$ cat src/pbfa_pkg.sv
// ----------------------------------------------------------------------------
// pbfa_pkg
// Shared types and constants for the packed bit-field access block.
// ----------------------------------------------------------------------------
package pbfa_pkg;

  // Fixed geometry of the store word and of the command fields.
  localparam int WORD_BITS  = 64;
  localparam int OFF_W      = 6;
  localparam int INDEX_W    = 16;
  localparam int LEN_W      = 7;
  localparam int WIDX_W     = INDEX_W - OFF_W;

  // Command codes.
  localparam logic CMD_READ  = 1'b0;
  localparam logic CMD_WRITE = 1'b1;

  // Result status codes.
  typedef enum logic [1:0] {
    ST_OK       = 2'd0,
    ST_BAD_LEN  = 2'd1,
    ST_PAST_END = 2'd2
  } status_t;

  // One classified command as it waits between the front and back parts.
  typedef struct packed {
    logic                 cmd;
    status_t              status;
    logic [WIDX_W-1:0]    widx;
    logic [OFF_W-1:0]     off;
    logic                 straddle;
    logic [WORD_BITS-1:0] mask;
    logic [WORD_BITS-1:0] val;
  } cmd_entry_t;

  // Back part sequencer states.
  typedef enum logic [2:0] {
    BK_CLEAR,
    BK_IDLE,
    BK_RD_LO,
    BK_RD_HI,
    BK_WR_HI,
    BK_DONE
  } back_state_t;

endpackage

$ cat src/pbfa_front.sv
// ----------------------------------------------------------------------------
// pbfa_front
// Classifies an incoming word: checks the length and the store bounds,
// splits the bit index and builds the field mask and masked write value.
// ----------------------------------------------------------------------------
module pbfa_front #(
  parameter int STORE_WORDS = 1024
) (
  input  logic                           cmd,
  input  logic [pbfa_pkg::INDEX_W-1:0]   bit_index,
  input  logic [pbfa_pkg::LEN_W-1:0]     field_length,
  input  logic [pbfa_pkg::WORD_BITS-1:0] write_value,
  output pbfa_pkg::cmd_entry_t           entry
);

  localparam logic [31:0] TOTAL_BITS = 32'(STORE_WORDS) * 32'(pbfa_pkg::WORD_BITS);

  logic [pbfa_pkg::INDEX_W:0]     end_bit;
  logic [7:0]                     off_end;
  logic                           bad_len;
  logic                           past_end;
  logic [pbfa_pkg::WORD_BITS-1:0] mask;

  // Bounds and length checks; the length check takes priority.
  always_comb begin
    end_bit  = {1'b0, bit_index} + (pbfa_pkg::INDEX_W + 1)'(field_length);
    bad_len  = (field_length == '0) ||
               (field_length > pbfa_pkg::LEN_W'(pbfa_pkg::WORD_BITS));
    past_end = 32'(end_bit) > TOTAL_BITS;
    off_end  = 8'(bit_index[pbfa_pkg::OFF_W-1:0]) + 8'(field_length);
    if (field_length >= pbfa_pkg::LEN_W'(pbfa_pkg::WORD_BITS)) begin
      mask = '1;
    end else begin
      mask = (pbfa_pkg::WORD_BITS'(1) << field_length) - pbfa_pkg::WORD_BITS'(1);
    end
  end

  // Pack the classified command.
  always_comb begin
    entry.cmd      = cmd;
    if (bad_len) begin
      entry.status = pbfa_pkg::ST_BAD_LEN;
    end else if (past_end) begin
      entry.status = pbfa_pkg::ST_PAST_END;
    end else begin
      entry.status = pbfa_pkg::ST_OK;
    end
    entry.widx     = bit_index[pbfa_pkg::INDEX_W-1:pbfa_pkg::OFF_W];
    entry.off      = bit_index[pbfa_pkg::OFF_W-1:0];
    entry.straddle = off_end > 8'(pbfa_pkg::WORD_BITS);
    entry.mask     = mask;
    entry.val      = write_value & mask;
  end

endmodule

$ cat config.mk
export PLATFORM = sky130hd
export DESIGN_NAME = pbfa_front
export DESIGN_NICKNAME = d
export VERILOG_FILES = /design/src/pbfa_pkg.sv /design/src/pbfa_front.sv
export SDC_FILE = /design/constraint.sdc
export NUM_CORES = 1
export LEC_CHECK = 0
export ABC_AREA = 1
export BUFFER_PORTS_ARGS = -buffer_cell sky130_fd_sc_hd__buf_2
export CAP_MARGIN = 10
export CORE_ASPECT_RATIO = 2
export CORE_MARGIN = 5
export CORE_UTILIZATION = 35
export DETAILED_ROUTE_END_ITERATION = 6
export PLACE_DENSITY = 0.66
export SLEW_MARGIN = 20
export SYNTH_ARGS = -nofsm -noshare
export SYNTH_HDL_FRONTEND = slang
export SYNTH_SLANG_ARGS = --single-unit
$ cat constraint.sdc
create_clock -name vclk -period 6.1
set_input_delay 1.22 -clock vclk [all_inputs]
set_output_delay 1.22 -clock vclk [all_outputs]
set_load 0.005 [all_outputs]
==> flow_metrics.py <==
metrics = {
    "die": {
        "initial_core_util": 0.353,
        "row_count": 56,
        "placeableCoreArea_sq_mm": 0.0116,
        "die_y_microns": 163,
        "floorplan.io_pins": 236,
        "die_width_microns": 86.6,
        "die-area_sq_mm": 0.0141,
    },
    "synthesis": {
        "yosys_warnings": 0,
        "post_synth_instance_area_sq_mm": 0.00411,
        "postSynthNetCount": 970,
        "top_area_cells_in_the_synthesized_netlist": "sky130_fd_sc_hd__nand2_1 23%, sky130_fd_sc_hd__nor2_1 17%, sky130_fd_sc_hd__inv_1 13%, sky130_fd_sc_hd__nand3_1 9.7%, sky130_fd_sc_hd__nand4_1 4.9%",
        "synth.top_cell.area_share": 0.231,
        "post_synth_inst_count": 873,
        "post_synth_num_cell_types": 41,
        "synth_largest_area_cell": "sky130_fd_sc_hd__nand2_1",
        "synth_sequential_area_ratio": 0,
        "syn_area_per_cell_sq_um": 4.71,
    },
    "grt": {
        "grt_pass1_vias": 6147,
        "antenna_found_initial": 0,
        "grt.total_usage": 0.269,
        "grt_overflow_total": 0,
        "wire_length_of_the_first_global_routing_pass_microns": 30400,
        "grt_max_degree": 36,
    },
    "placed_design": {
        "routabilityCongestion": 1.07,
        "hpwl_microns": 17000,
        "placement.cell_area_sq_mm": 0.00522,
        "numPortBuffers": 234,
    },
    "setup_path": {
        "critical_path_buf_inv_count": 5,
        "critPathKind": "primary input to output pin",
        "cp-start-kind": "primary input",
        "worst_path_max_delay_cell": "sky130_fd_sc_hd__buf_2",
        "critical_path.max_fanout": 35,
        "critPathArrivalTime_ps": 3870,
        "slowest_delay_ps": 510,
        "worstPathRequired_ps": 4880,
        "timing.critical_path.from": "field_length[4]",
        "timing.critical_path.max_delay_family": "buffers and inverters",
        "end_kind": "output pin",
        "crit_path_cell_trace": "buf_2 > inv_2 > nand2_8 > nor2_1 > inv_1 > ha_1 > nand3_1 > inv_1 > nand2_4 > nor2_4 > nand2_4 > o21ai_0 > nor2_1 > buf_2",
    },
    "power": {
        "pwr-share-clk": 0,
        "powerDensity_mw_per_mm2": 77.4,
        "power.switching_uw": 239,
        "seq_power_share": 0,
        "comb_power_share": 1.000,
        "switching_power_share_of_the_total": 0.591,
        "power.leakage_nw": 3.68,
        "max-vdd-ir-drop_mv": 0.0422,
        "internal_power_uw": 165,
    },
    "timing": {
        "final_hold_viol_count": 0,
        "slew_viol_final": 0,
        "fin_tns_setup_ps": 0,
        "grt_setup_unrepaired": "false",
        "worstMarginPinSlew_ps": 791,
        "crit_share_post_route": 0.834,
        "setup_viol_count_final": 0,
        "final.hold.worst_slack_ps": 2440,
        "slew_headroom": 0.470,
        "fmaxAchievable_mhz": 197,
        "final.min_clock_period_ps": 5090,
    },
    "final_layout": {
        "flow.area_growth_from_synthesis_pct": 27.0,
        "layout.cell_area.non_filler_sq_mm": 0.00522,
        "finish.net_count": 1169,
        "layout_clock_buffer_count": 0,
        "filler_cell_count": 1408,
        "num_antenna_cells": 0,
        "post_route_cells_drive_above_1_share": 0.266,
        "mostFrequentLayoutCell": "sky130_fd_sc_hd__nand2_1",
        "layout.cells.most_common_list": "253 x sky130_fd_sc_hd__nand2_1, 234 x sky130_fd_sc_hd__buf_2, 187 x sky130_fd_sc_hd__nor2_1",
        "nFlopsAndLatches": 0,
        "footprint_of_the_flip_flops_and_latches_sq_um": 0,
    },
    "route": {
        "wl_per_cell_microns": 16.0,
        "drt_pass1_iterations": 5,
        "detail-route-antenna-nets": 0,
        "detail_route.iter0.violations": 391,
        "remaining_drc_errors": 0,
        "vias_per_cell": 5.07,
        "finalWirelength_microns": 19400,
        "vias_post_dr": 6165,
    },
    "worst_hold_path": {
        "hold-path-endpoint": "entry[147]",
        "holdPathStages": 0,
        "holdCritStartpoint": "cmd",
        "hp-class": "primary input to output pin",
    },
    "outcome": {
        "run_status": "finished clean",
    },
    "run": {
        "cap_viol_max_count": 0,
    },
    "clock_tree": {
        "cts_post_setup_buffers_inserted": 0,
        "cts-resized-gates": 0,
        "cts-hold-fix-buffers": 0,
    },
}
[metal layers]
metal  GRT usage  vias up  wire length [microns]
li1            -     3089                      -
met5           0        -                      0
met4       0.187        0                   1670
met3      0.0212       84                   1020
met1       0.263     2723                   6300
met2       0.512      269                  10400
[kinds of logic (layout without fill, tap and decap cells)]
logic type                 count (synthesis)  count (layout)  share of synthesized area
and+or+nand+nor                          634             634                      0.704
buffers and inverters                    184             381                      0.194
AOI/OAI and AO/OA                         41              41                     0.0618
adders and majority gates                  9               9                     0.0292
xor gates and xnor gates                   5               5                     0.0107
[power groups by stage]
stage          registers [mW]  clock network [mW]  logic (mW)
2_1_floorplan               0                   0       0.243
3_3_place_gp                0                   0       0.402
3_5_place_dp                0                   0       0.405
4_1_cts                     0                   0       0.406
5_1_grt                     0                   0       0.458
6_report                    0                   0       0.404
[how the worst max path moves through the flow]
stage	endpoint	slack, ps	depth (start not counted)
after floorplan	entry[62]	1890	15
after global placement	entry[20]	1090	14
after detailed placement	entry[20]	1080	14
after CTS	entry[62]	1070	15
after global routing	entry[14]	660	15
final	entry[20]	1010	14
[layout make-up]
class	instances	area, sq um	area share
Multi-Input combinational cell	689	3310	0.635
Timing Repair Buffer	234	1170	0.224
Tap cell	145	181	0.0348
Inverter	147	554	0.106
[per-stage QoR]
step                      std cells  setup WS [ps]  utilization  power, mW
after floorplan                 873           1890            -      0.243
after global routing           1215            655        0.449      0.458
after detailed placement       1215           1080        0.449      0.405
final                          1215           1010        0.449      0.404
after CTS                      1215           1070        0.449      0.406
after global placement         1215           1090        0.449      0.402
[cells in the mapped netlist (all sizes together) (8+ instances only)]
master / n
a21boi: 9
and2: 9
buf: 30
ha: 8
inv: 147
nand2: 271
nand3: 81
nand4: 32
nor2: 205
nor3: 17
nor3b: 10
o21ai: 16
Power figures use the tool's default switching activity.
