### src/pbfa_pkg.sv
// ----------------------------------------------------------------------------
// pbfa_pkg
// Shared types and constants for the packed bit-field access block.
// ----------------------------------------------------------------------------
package pbfa_pkg;

  // Fixed geometry of the store word and of the command fields.
  localparam int WORD_BITS  = 64;
  localparam int OFF_W      = 6;
  localparam int INDEX_W    = 16;
  localparam int LEN_W      = 7;
  localparam int WIDX_W     = INDEX_W - OFF_W;

  // Command codes.
  localparam logic CMD_READ  = 1'b0;
  localparam logic CMD_WRITE = 1'b1;

  // Result status codes.
  typedef enum logic [1:0] {
    ST_OK       = 2'd0,
    ST_BAD_LEN  = 2'd1,
    ST_PAST_END = 2'd2
  } status_t;

  // One classified command as it waits between the front and back parts.
  typedef struct packed {
    logic                 cmd;
    status_t              status;
    logic [WIDX_W-1:0]    widx;
    logic [OFF_W-1:0]     off;
    logic                 straddle;
    logic [WORD_BITS-1:0] mask;
    logic [WORD_BITS-1:0] val;
  } cmd_entry_t;

  // Back part sequencer states.
  typedef enum logic [2:0] {
    BK_CLEAR,
    BK_IDLE,
    BK_RD_LO,
    BK_RD_HI,
    BK_WR_HI,
    BK_DONE
  } back_state_t;

endpackage

### src/pbfa_queue.sv
// ----------------------------------------------------------------------------
// pbfa_queue
// Two-entry queue of classified commands between the front and back parts.
// ----------------------------------------------------------------------------
module pbfa_queue (
  input  logic                 clk,
  input  logic                 rst_n,
  input  logic                 push,
  input  pbfa_pkg::cmd_entry_t push_entry,
  input  logic                 pop,
  output pbfa_pkg::cmd_entry_t head,
  output logic                 not_empty,
  output logic                 full
);

  pbfa_pkg::cmd_entry_t ent_r [2];
  logic                 wr_ptr_r, wr_ptr_nxt;
  logic                 rd_ptr_r, rd_ptr_nxt;
  logic [1:0]           cnt_r, cnt_nxt;

  assign head      = ent_r[rd_ptr_r];
  assign not_empty = cnt_r != 2'd0;
  assign full      = cnt_r == 2'd2;

  // Pointer and count update.
  always_comb begin
    wr_ptr_nxt = push ? ~wr_ptr_r : wr_ptr_r;
    rd_ptr_nxt = pop ? ~rd_ptr_r : rd_ptr_r;
    cnt_nxt    = cnt_r + 2'(push) - 2'(pop);
  end

  always_ff @(posedge clk) begin
    if (!rst_n) begin
      wr_ptr_r <= 1'b0;
      rd_ptr_r <= 1'b0;
      cnt_r    <= 2'd0;
    end else begin
      wr_ptr_r <= wr_ptr_nxt;
      rd_ptr_r <= rd_ptr_nxt;
      cnt_r    <= cnt_nxt;
    end
  end

  // Entry storage.
  always_ff @(posedge clk) begin
    if (push) begin
      ent_r[wr_ptr_r] <= push_entry;
    end
  end

endmodule

### config.mk
export PLATFORM = sky130hd
export DESIGN_NAME = pbfa_queue
export DESIGN_NICKNAME = d
export VERILOG_FILES = /design/src/pbfa_pkg.sv /design/src/pbfa_queue.sv
export SDC_FILE = /design/constraint.sdc
export NUM_CORES = 1
export LEC_CHECK = 0
export ABC_CLOCK_PERIOD_IN_PS = 7280
export BUFFER_PORTS_ARGS = -buffer_cell sky130_fd_sc_hd__clkbuf_2
export CAP_MARGIN = 20
export CORE_MARGIN = 5
export CORE_UTILIZATION = 30
export CTS_CLUSTER_DIAMETER = 200
export DETAILED_ROUTE_END_ITERATION = 6
export PLACE_DENSITY_LB_ADDON = 0.25
export REMOVE_ABC_BUFFERS = 1
export SETUP_SLACK_MARGIN = 0.1
export SKIP_LAST_GASP = 1
export SLEW_MARGIN = 10
export SYNTH_ARGS = -nofsm -noshare
export SYNTH_HDL_FRONTEND = slang
export SYNTH_SLANG_ARGS = --single-unit
### constraint.sdc
create_clock -name clk -period 7.28 [get_ports clk]
set_input_delay 0.364 -clock clk [delete_from_list [all_inputs] [get_ports clk]]
set_output_delay 0.364 -clock clk [all_outputs]
set_load 0.005 [all_outputs]
==> metrics, run 1 <==
outcome finished clean; most common cell in the netlist edfxtp_1; fin crit share 40.7%; critical path, cell by cell buf_4 -> mux2_2 -> clkbuf_2; clock share of power between 30% and 40%; share of post-route cells with drive strength above 1 between 50% and 60%; FILL cells 3388; Final Slew Violations 0; CTS tree yes; worst path buffer plus inverter count 2; Place WS 4.78 ns; CTS Buf Count 34; min-delay worst type input pin to register; H-tree levels 2; vias 5805; WL per Instance 17.1 µm; Slew HR 37.3%; warnings from Yosys 0; drt drc 0; # setup viols final 0; Switching Power 0.833 mW; Mapped Area roughly 0.011 mm²; Post-Synthesis Cells 481; slowest stage delay, CP 0.77 ns; Synth cell types 14; vias per cell 4.24; Sink Count 301; ranking of synthesized cells by area edfxtp_1, mux2_2, buf_6, dfxtp_1, and2_1; Max-Cap Viols 0; GRT overflow 0; CP endpoint kind primary output; Die Ht 201 µm; Sw Ratio 21.0%; Area growth syn-to-layout 33.7%; initial antenna violation count 3; Final GP Congestion 0.701; DRT Wirelength approximately 23 mm; slowest CP cell buf_4; most used flip-flop cell after synthesis edfxtp_1; Bufs on Longest Clock Path 3; Root Buffer clkbuf_16; crit-path max FO between 60 and 70; Die ar. 0.0404 mm²; std cell rows 70; DRT antenna net count 0; Peak supply drop 0.210 mV; drt first pass iters 4; DP HPWL about 15 mm; critical path class register to primary output; worst hold slack 0.0466 ns; effective utilization at floorplan about 30%; RSZ-0062 raised after global routing false; final hold violations 0; async set-reset flop share out of synthesis 0%; sequential element share of the synthesized area 82.1%; Yosys reg bits 301; nets roughly 1k; multi-input logic area 0.00180 mm²; Sequential Area around 0.009 mm²; core area between 0.03 and 0.04 mm²; Yosys top cell area share 81.2%; Post-synth EDFFs 296; Die Width between 200 and 250 µm; GRT Total Usage 11.3%; CP startpoint kind register; first-pass GRT wire length 35.9 mm; Worst-Margin Slew 0.940 ns; clock skew ~0.0049 ns; I/O pin cnt a little over 300; worst setup margin 4.32 ns; CP delay by family, top buffers and inverters; commonest cells in the netlist edfxtp_1, mux2_2, buf_6; Skew-Pair Late Insertion Delay a little over 0.5 ns; WP data arrival about 2.6 ns; PD cells 271 mW/mm²; First DRT Iteration DRCs 221; combinational power share 9.6%; Seq pwr share 51.3%; Pleak 5.51 nW; post-CTS setup buffers 0; Synth area leader edfxtp_1; Final min period 2.96 ns; Reg clk slew, reported paths 0.06 ns; I/O Buffers 301; Pint 3.13 mW; Core Util, Final between 40% and 50%; Max Clk Rate 337 MHz; Mapped Avg Cell Area roughly 23 µm²; largest net degree at the start of global routing 68; vias in the first global route 6344; WP data required a little under 7 ns
==> sequential cells by signal (all words and copies together), names as in the netlist, named ones only <==
signal and cells:
ent_r 296, cnt_r 2, rd_ptr_r 1, wr_ptr_r 1
==> metal layers <==
| layer | GRT usage [%] | part of all wire, % | vias up | wire [µm] |
|---|---|---|---|---|
| met5 | 0 | 0.056 | - | 13 |
| li1 | - | - | 2713 | - |
| met1 | 13.2 | 40 | 2866 | 9410 |
| met2 | 19.0 | 50 | 185 | 11600 |
| met4 | 4.20 | 2.2 | 2 | 510 |
| met3 | 4.39 | 8.0 | 39 | 1860 |
==> cell usage in the layout (no fill, tap or decap), drive strengths merged <==
cell type	n
and2	4
buf	7
clkbuf	347
clkinv	13
dfxtp	5
diode	2
dlygate4sd3	67
edfxtp	296
ha	2
inv	2
mux2	148
nor2b	4
o21a	1
or2	1
xnor3	1
xor2	1
==> worst paths after layout <==
check                             start                       to  depth (start not counted)  slack, ns
setup reg to reg  wr_ptr_r$_SDFFE_PN0P_   ent_r[0][73]$_DFFE_PP_                          3       5.10
hold reg to reg   rd_ptr_r$_SDFFE_PN0P_    rd_ptr_r$_SDFFE_PN0P_                          2       0.60
setup / recovery               register                head[133]                          3       4.32
hold / removal          push_entry[102]  ent_r[1][102]$_DFFE_PP_                          1       0.05
==> power groups by stage <==
stage / registers [mW] / logic [mW] / clock network (mW)
floorplan: 2.09 / 0.173 / 0
global placement: 2.07 / 0.361 / 0
detailed placement: 2.07 / 0.363 / 0
CTS: 2.03 / 0.396 / 1.62
global route: 2.04 / 0.420 / 1.69
finish: 2.03 / 0.382 / 1.55
==> logic make-up (layout without fill, tap and decap cells) <==
kind of cell             after synthesis  after routing  share of synthesized area (%)
multiplexers                         148            148                           15.2
AND/OR/NAND/NOR                        9              9                          0.514
flip-flops                           301            301                           82.1
other                                  0              2                              0
AO/OA/AOI/OAI                          1              1                         0.0686
adder cells (fa/ha/maj)                2              2                          0.229
buffers and inverters                 18            436                           1.53
XOR/XNOR                               2              2                          0.286
==> metrics by stage <==
| stage | setup TNS, ns | total power, mW | instances | cell area (µm²) |
|---|---|---|---|---|
| after floorplan | -34.89 | 2.27 | 465 | 10800 |
| after global placement | 0 | 2.43 | 1241 | 12900 |
| after detailed placement | 0 | 2.43 | 1241 | 12900 |
| after CTS | 0 | 4.05 | 1367 | 14600 |
| after global routing | 0 | 4.15 | 1369 | 14600 |
| final | 0 | 3.96 | 1369 | 14600 |
==> repair_timing <==
item	CTS	global route
hold endpoints to repair	130	0
gates resized for setup	0	0
hold buffers	67	0
==> cell type report <==
class | count | share of cell area [%]
Antenna cell | 2 | 0.0342
Clock buffer | 46 | 6.56
Clock inverter | 13 | 0.368
Inverter | 2 | 0.0513
Multi-Input combinational cell | 162 | 12.3
Sequential cell | 301 | 61.5
Tap cell | 468 | 4.00
Timing Repair Buffer | 375 | 15.2
Note: power is estimated with default switching activity, not from simulation.
==> run 2: changes to the inputs <==
--- a/config.mk
+++ b/config.mk
@@ -5,7 +5,7 @@
 export SDC_FILE = /design/constraint.sdc
 export NUM_CORES = 1
 export LEC_CHECK = 0
-export ABC_CLOCK_PERIOD_IN_PS = 7280
+export ABC_CLOCK_PERIOD_IN_PS = 3000
 export BUFFER_PORTS_ARGS = -buffer_cell sky130_fd_sc_hd__clkbuf_2
 export CAP_MARGIN = 20
 export CORE_MARGIN = 5
==> constraint.sdc (replaced) <==
create_clock -name clk -period 3 [get_ports clk]
set_input_delay 0.15 -clock clk [delete_from_list [all_inputs] [get_ports clk]]
set_output_delay 0.15 -clock clk [all_outputs]
set_load 0.005 [all_outputs]
==> run 2 against run 1 <==
Sequential cell count unchanged. Wire length up 3.6%. Critical endpoint is now head[50]. Die area unchanged. Final area rose by 6.5%. Setup slack got worse by 3.7 ns. Sequential share of layout area fell by 3.7 points. Cell count rose by 6.4%. Power is 150% higher. Clock power rose to 2.5 times the previous value. Utilization rose by 2.6 points.
==> metrics, run 2 (synthesized netlist as in run 1, its figures left out) <==
drt drc 0; Slew HR 46.8%; Skew-Pair Late Insertion Delay 0.52 ns; max FFs per register just under 300; largest net degree at the start of global routing between 100 and 150; Most flops, register ent_r; multi-input logic area 0.00180 mm²; vias 6098; share of post-route cells with drive strength above 1 51.4%; post-CTS sizing 0; Peak supply drop approximately 0.48 mV; Sink Count 301; # setup viols final 0; vias in the first global route between 6k and 7k; WP data arrival between 2 and 2.5 ns; I/O Buffers between 300 and 400; nets 1119; commonest non-fill, non-tap cell in the layout clkbuf_2; H-tree levels 2; crit-path max FO 39; WHS Path Cells 2; DRT antenna net count 0; Max-Cap Viols 0; CTS tree yes; Sequential Area around 0.0090 mm²; DRT Wirelength 24.2 mm; drt first pass iters 4; most frequent cells in the layout clkbuf_2, edfxtp_1, dlygate4sd3_1; min-delay worst type input pin to register; Bufs on Longest Clock Path 3; vias per cell 4.19; Die ar. 0.0404 mm²; Final Slew Violations 0; fin crit share 78.1%; critical path class register to primary output; CP endpoint kind primary output; number of cells in the finished layout apart from fillers 1456; GRT Total Usage between 10% and 20%; Cells after DPL between 1k and 1.5k; biggest regs ent_r (296), cnt_r (2); post-CTS setup buffers 0; n_diodes 0; initial antenna violation count 1; first-pass GRT wire length 37.7 mm; RR Endpoint wr_ptr_r$_SDFFE_PN0P_; Final min period 2.34 ns; CP startpoint kind register; WP data required 2.85 ns; reg2reg start wr_ptr_r$_SDFFE_PN0P_; core area ~0.036 mm²; Final GP Congestion between 0.6 and 0.7; final instance area roughly 0.016 mm²; Die Width ~200 µm; HP Start push_entry[38]; clock skew 0.0132 ns; worst r2r path cells 4; DP HPWL roughly 16 mm; FILL cells 3271; I/O pin cnt 302; Max Clk Rate 427 MHz; std cell rows 70; Area growth syn-to-layout 42.3%; Worst-Margin Slew 0.797 ns; r2r setup slk 1.15 ns; Reg clk slew, reported paths around 0.050 ns; final hold violations 0; effective utilization at floorplan 30.1%; RSZ-0062 raised after global routing false; post-place instance area 0.0130 mm²; hold endpoint ent_r[1][38]$_DFFE_PP_; Pleak a little under 6 nW; cts hold-fix bufs 152; PD cells 633 mW/mm²; CTS Buf Count 35; Root Buffer clkbuf_16; GRT overflow 0; WL per Instance 16.6 µm; outcome finished clean; Die Ht ~200 µm; First DRT Iteration DRCs 165
==> run 2: final cells by class <==
cell class,instances,area share [%]
Clock inverter,14,0.602
Tap cell,468,3.76
Sequential cell,301,57.7
Multi-Input combinational cell,162,11.5
Inverter,2,0.0482
Clock buffer,46,6.16
Timing Repair Buffer,463,20.2
==> run 2: how the worst max path moves through the flow <==
stage	to	slack (ns)	depth (start not counted)
2_1_floorplan	ent_r[0][0]$_DFFE_PP_	-4.51	1
3_3_place_gp	head[8]	1.17	3
3_5_place_dp	head[5]	1.14	3
4_1_cts	head[50]	0.56	3
5_1_grt	head[30]	0.51	3
6_report	head[50]	0.66	3
==> run 2: where the power goes <==
group | leakage, nW | internal, mW | switching, mW | total, mW
Clock | 0.514 | 2.33 | 1.56 | 3.88
Sequential | 2.82 | 4.87 | 0.0689 | 4.94
Combinational | 2.58 | 0.580 | 0.452 | 1.03
==> run 2: per-layer routing <==
metal / share of wire (%) / up-vias / track usage [%]
met1: 41 / 2966 / 14.3
met4: 3.0 / 2 / 5.09
met3: 6.5 / 46 / 3.75
met5: 0.054 / - / 0
met2: 49 / 187 / 19.6
li1: - / 2897 / -
==> run 2: critical path, stage by stage (launching register included) <==
cell and delay [ns]:
dfxtp_4 0.73, buf_4 0.41, mux2_2 0.38, clkbuf_2 0.11
==> run 2: metrics by stage <==
step           total power, mW  hold slack, ns  util, %  setup WS [ns]  TNS (ns)
2_1_floorplan             5.50           0.249        -          -4.51  -1041.21
3_3_place_gp              5.91           0.339     35.8           1.17         0
3_5_place_dp              5.92           0.343     35.8           1.14         0
4_1_cts                   10.1           0.315     42.9          0.555         0
5_1_grt                   10.3           0.337     42.9          0.512         0
6_report                  9.85           0.358     42.9          0.658         0
==> run 3: changes to the inputs <==
--- a/config.mk
+++ b/config.mk
@@ -5,7 +5,7 @@
 export SDC_FILE = /design/constraint.sdc
 export NUM_CORES = 1
 export LEC_CHECK = 0
-export ABC_CLOCK_PERIOD_IN_PS = 3000
+export ABC_CLOCK_PERIOD_IN_PS = 2300
 export BUFFER_PORTS_ARGS = -buffer_cell sky130_fd_sc_hd__clkbuf_2
 export CAP_MARGIN = 20
 export CORE_MARGIN = 5
==> constraint.sdc (replaced) <==
create_clock -name clk -period 2.3 [get_ports clk]
set_input_delay 0.115 -clock clk [delete_from_list [all_inputs] [get_ports clk]]
set_output_delay 0.115 -clock clk [all_outputs]
set_load 0.005 [all_outputs]
==> run 3 against run 2 <==
Count of clock-buffer cells in the layout grew 2. Critical endpoint is now head[27]. Final area increased by 0.85%. Highest routed layer unchanged. Setup slack worse by 0.36 ns. Sequential power up 30%. Global-route usage is 0.48 points higher. Sequential share of layout area down 0.49 points. Register-to-register slack got worse by 0.45 ns. Worst hold slack got worse by 0.034 ns. Power rose by 31%. Combinational power up 38%. Die area unchanged.
==> metrics, run 3 (synthesized netlist as in run 1, its figures left out) <==
outcome finished clean; Die Width 201 µm; final hold violations 0; drt drc 0; post-CTS sizing 0; CP endpoint kind primary output; critical path class register to primary output; initial antenna violation count 3; total power 12.9 mW; first-pass GRT wire length ~39 mm; DP HPWL 16.3 mm; Final Slew Violations 0; Root Buffer clkbuf_16; Cells after DPL 1253; vias per cell roughly 4.2; worst setup margin 0.293 ns; GRT overflow 0; cts hold-fix bufs 152; Worst-Margin Slew around 0.47 ns; worst r2r path cells 4; Skew-Pair Late Insertion Delay 0.52 ns; PD cells 821 mW/mm²; # setup viols final 0; most frequent cells in the layout clkbuf_2, edfxtp_1, dlygate4sd3_1; Max-Cap Viols 0; CTS tree yes; Final min period 2.01 ns; drt first pass iters 4; std cell rows 70; biggest regs ent_r (296), cnt_r (2); Slew HR 68.9%; vias in the first global route 6856; Pleak 5.96 nW; Reg clk slew, reported paths 0.06 ns; H-tree levels 2; max FFs per register between 200 and 300; WP data required 2.18 ns; Bufs on Longest Clock Path 3; Most flops, register ent_r; I/O pin cnt 302; WHS Path Cells 2; Die Ht 201 µm; WP data arrival 1.89 ns; Peak supply drop 0.756 mV; Area growth syn-to-layout 43.6%; I/O Buffers 301; First DRT Iteration DRCs ~240; DRT Wirelength 25.0 mm; Die ar. 0.0404 mm²; DRT antenna net count 0; core area 0.0363 mm²; fin crit share slightly below 90%; CTS Buf Count 34; number of cells in the finished layout apart from fillers roughly 1.5k; post-CTS setup buffers 0; CP startpoint kind register; RSZ-0062 raised after global routing false; effective utilization at floorplan 30.1%; min-delay worst type input pin to register; vias around 6.2k; Final GP Congestion 0.727; clock skew 0.00655 ns; worst hold slack 0.324 ns; Sink Count 301; GRT Total Usage approximately an eighth; Place WS 0.693 ns; share of post-route cells with drive strength above 1 51.5%; nets 1127; crit-path max FO 21; largest net degree at the start of global routing 64; WL per Instance 17.1 µm; Max Clk Rate 498 MHz; commonest non-fill, non-tap cell in the layout clkbuf_2
run 3: cell type report:
type | count | area [µm²]
Antenna cell | 2 | 5.00
Sequential cell | 301 | 8990
Timing Repair Buffer | 472 | 3280
Clock buffer | 48 | 967
Multi-Input combinational cell | 162 | 1800
Tap cell | 468 | 586
Clock inverter | 10 | 71.3
Inverter | 2 | 7.51
Fill cell | 3210 | 20600
run 3: worst max-delay path: stages, from the launching register on:
cell and delay (ns):
dfxtp_4 0.60, buf_4 0.28, mux2_2 0.36, clkbuf_2 0.12
run 3: through the flow:
stage          utilization [%]  setup TNS [ns]  area (µm²)
3_3_place_gp              36.2               0       13100
2_1_floorplan                -        -1347.52       10800
5_1_grt                   43.2               0       15700
4_1_cts                   43.2               0       15700
3_5_place_dp              36.2               0       13100
6_report                  43.2               0       15700
run 3: power by group:
group | total [mW] | internal, mW | switching, mW
clock | 5.06 | 3.03 | 2.03
sequential | 6.43 | 6.35 | 0.0796
combinational | 1.42 | 0.794 | 0.625
run 3: worst paths after layout:
path / from / endpoint / slack [ns]
max: register / head[27] / 0.29
min: push_entry[92] / ent_r[1][92]$_DFFE_PP_ / 0.32
max reg2reg: wr_ptr_r$_SDFFE_PN0P_ / wr_ptr_r$_SDFFE_PN0P_ / 0.70
min reg2reg: rd_ptr_r$_SDFFE_PN0P_ / register / 0.57
run 3: layer usage:
layer	routed length (µm)	vias to the layer above	GRT usage [%]	share of wire, %
li1	-	2902	-	-
met1	10500	3035	15.3	42
met2	12200	204	20.3	49
met3	1690	54	4.12	6.7
met4	643	2	4.15	2.6
met5	13	-	0	0.052
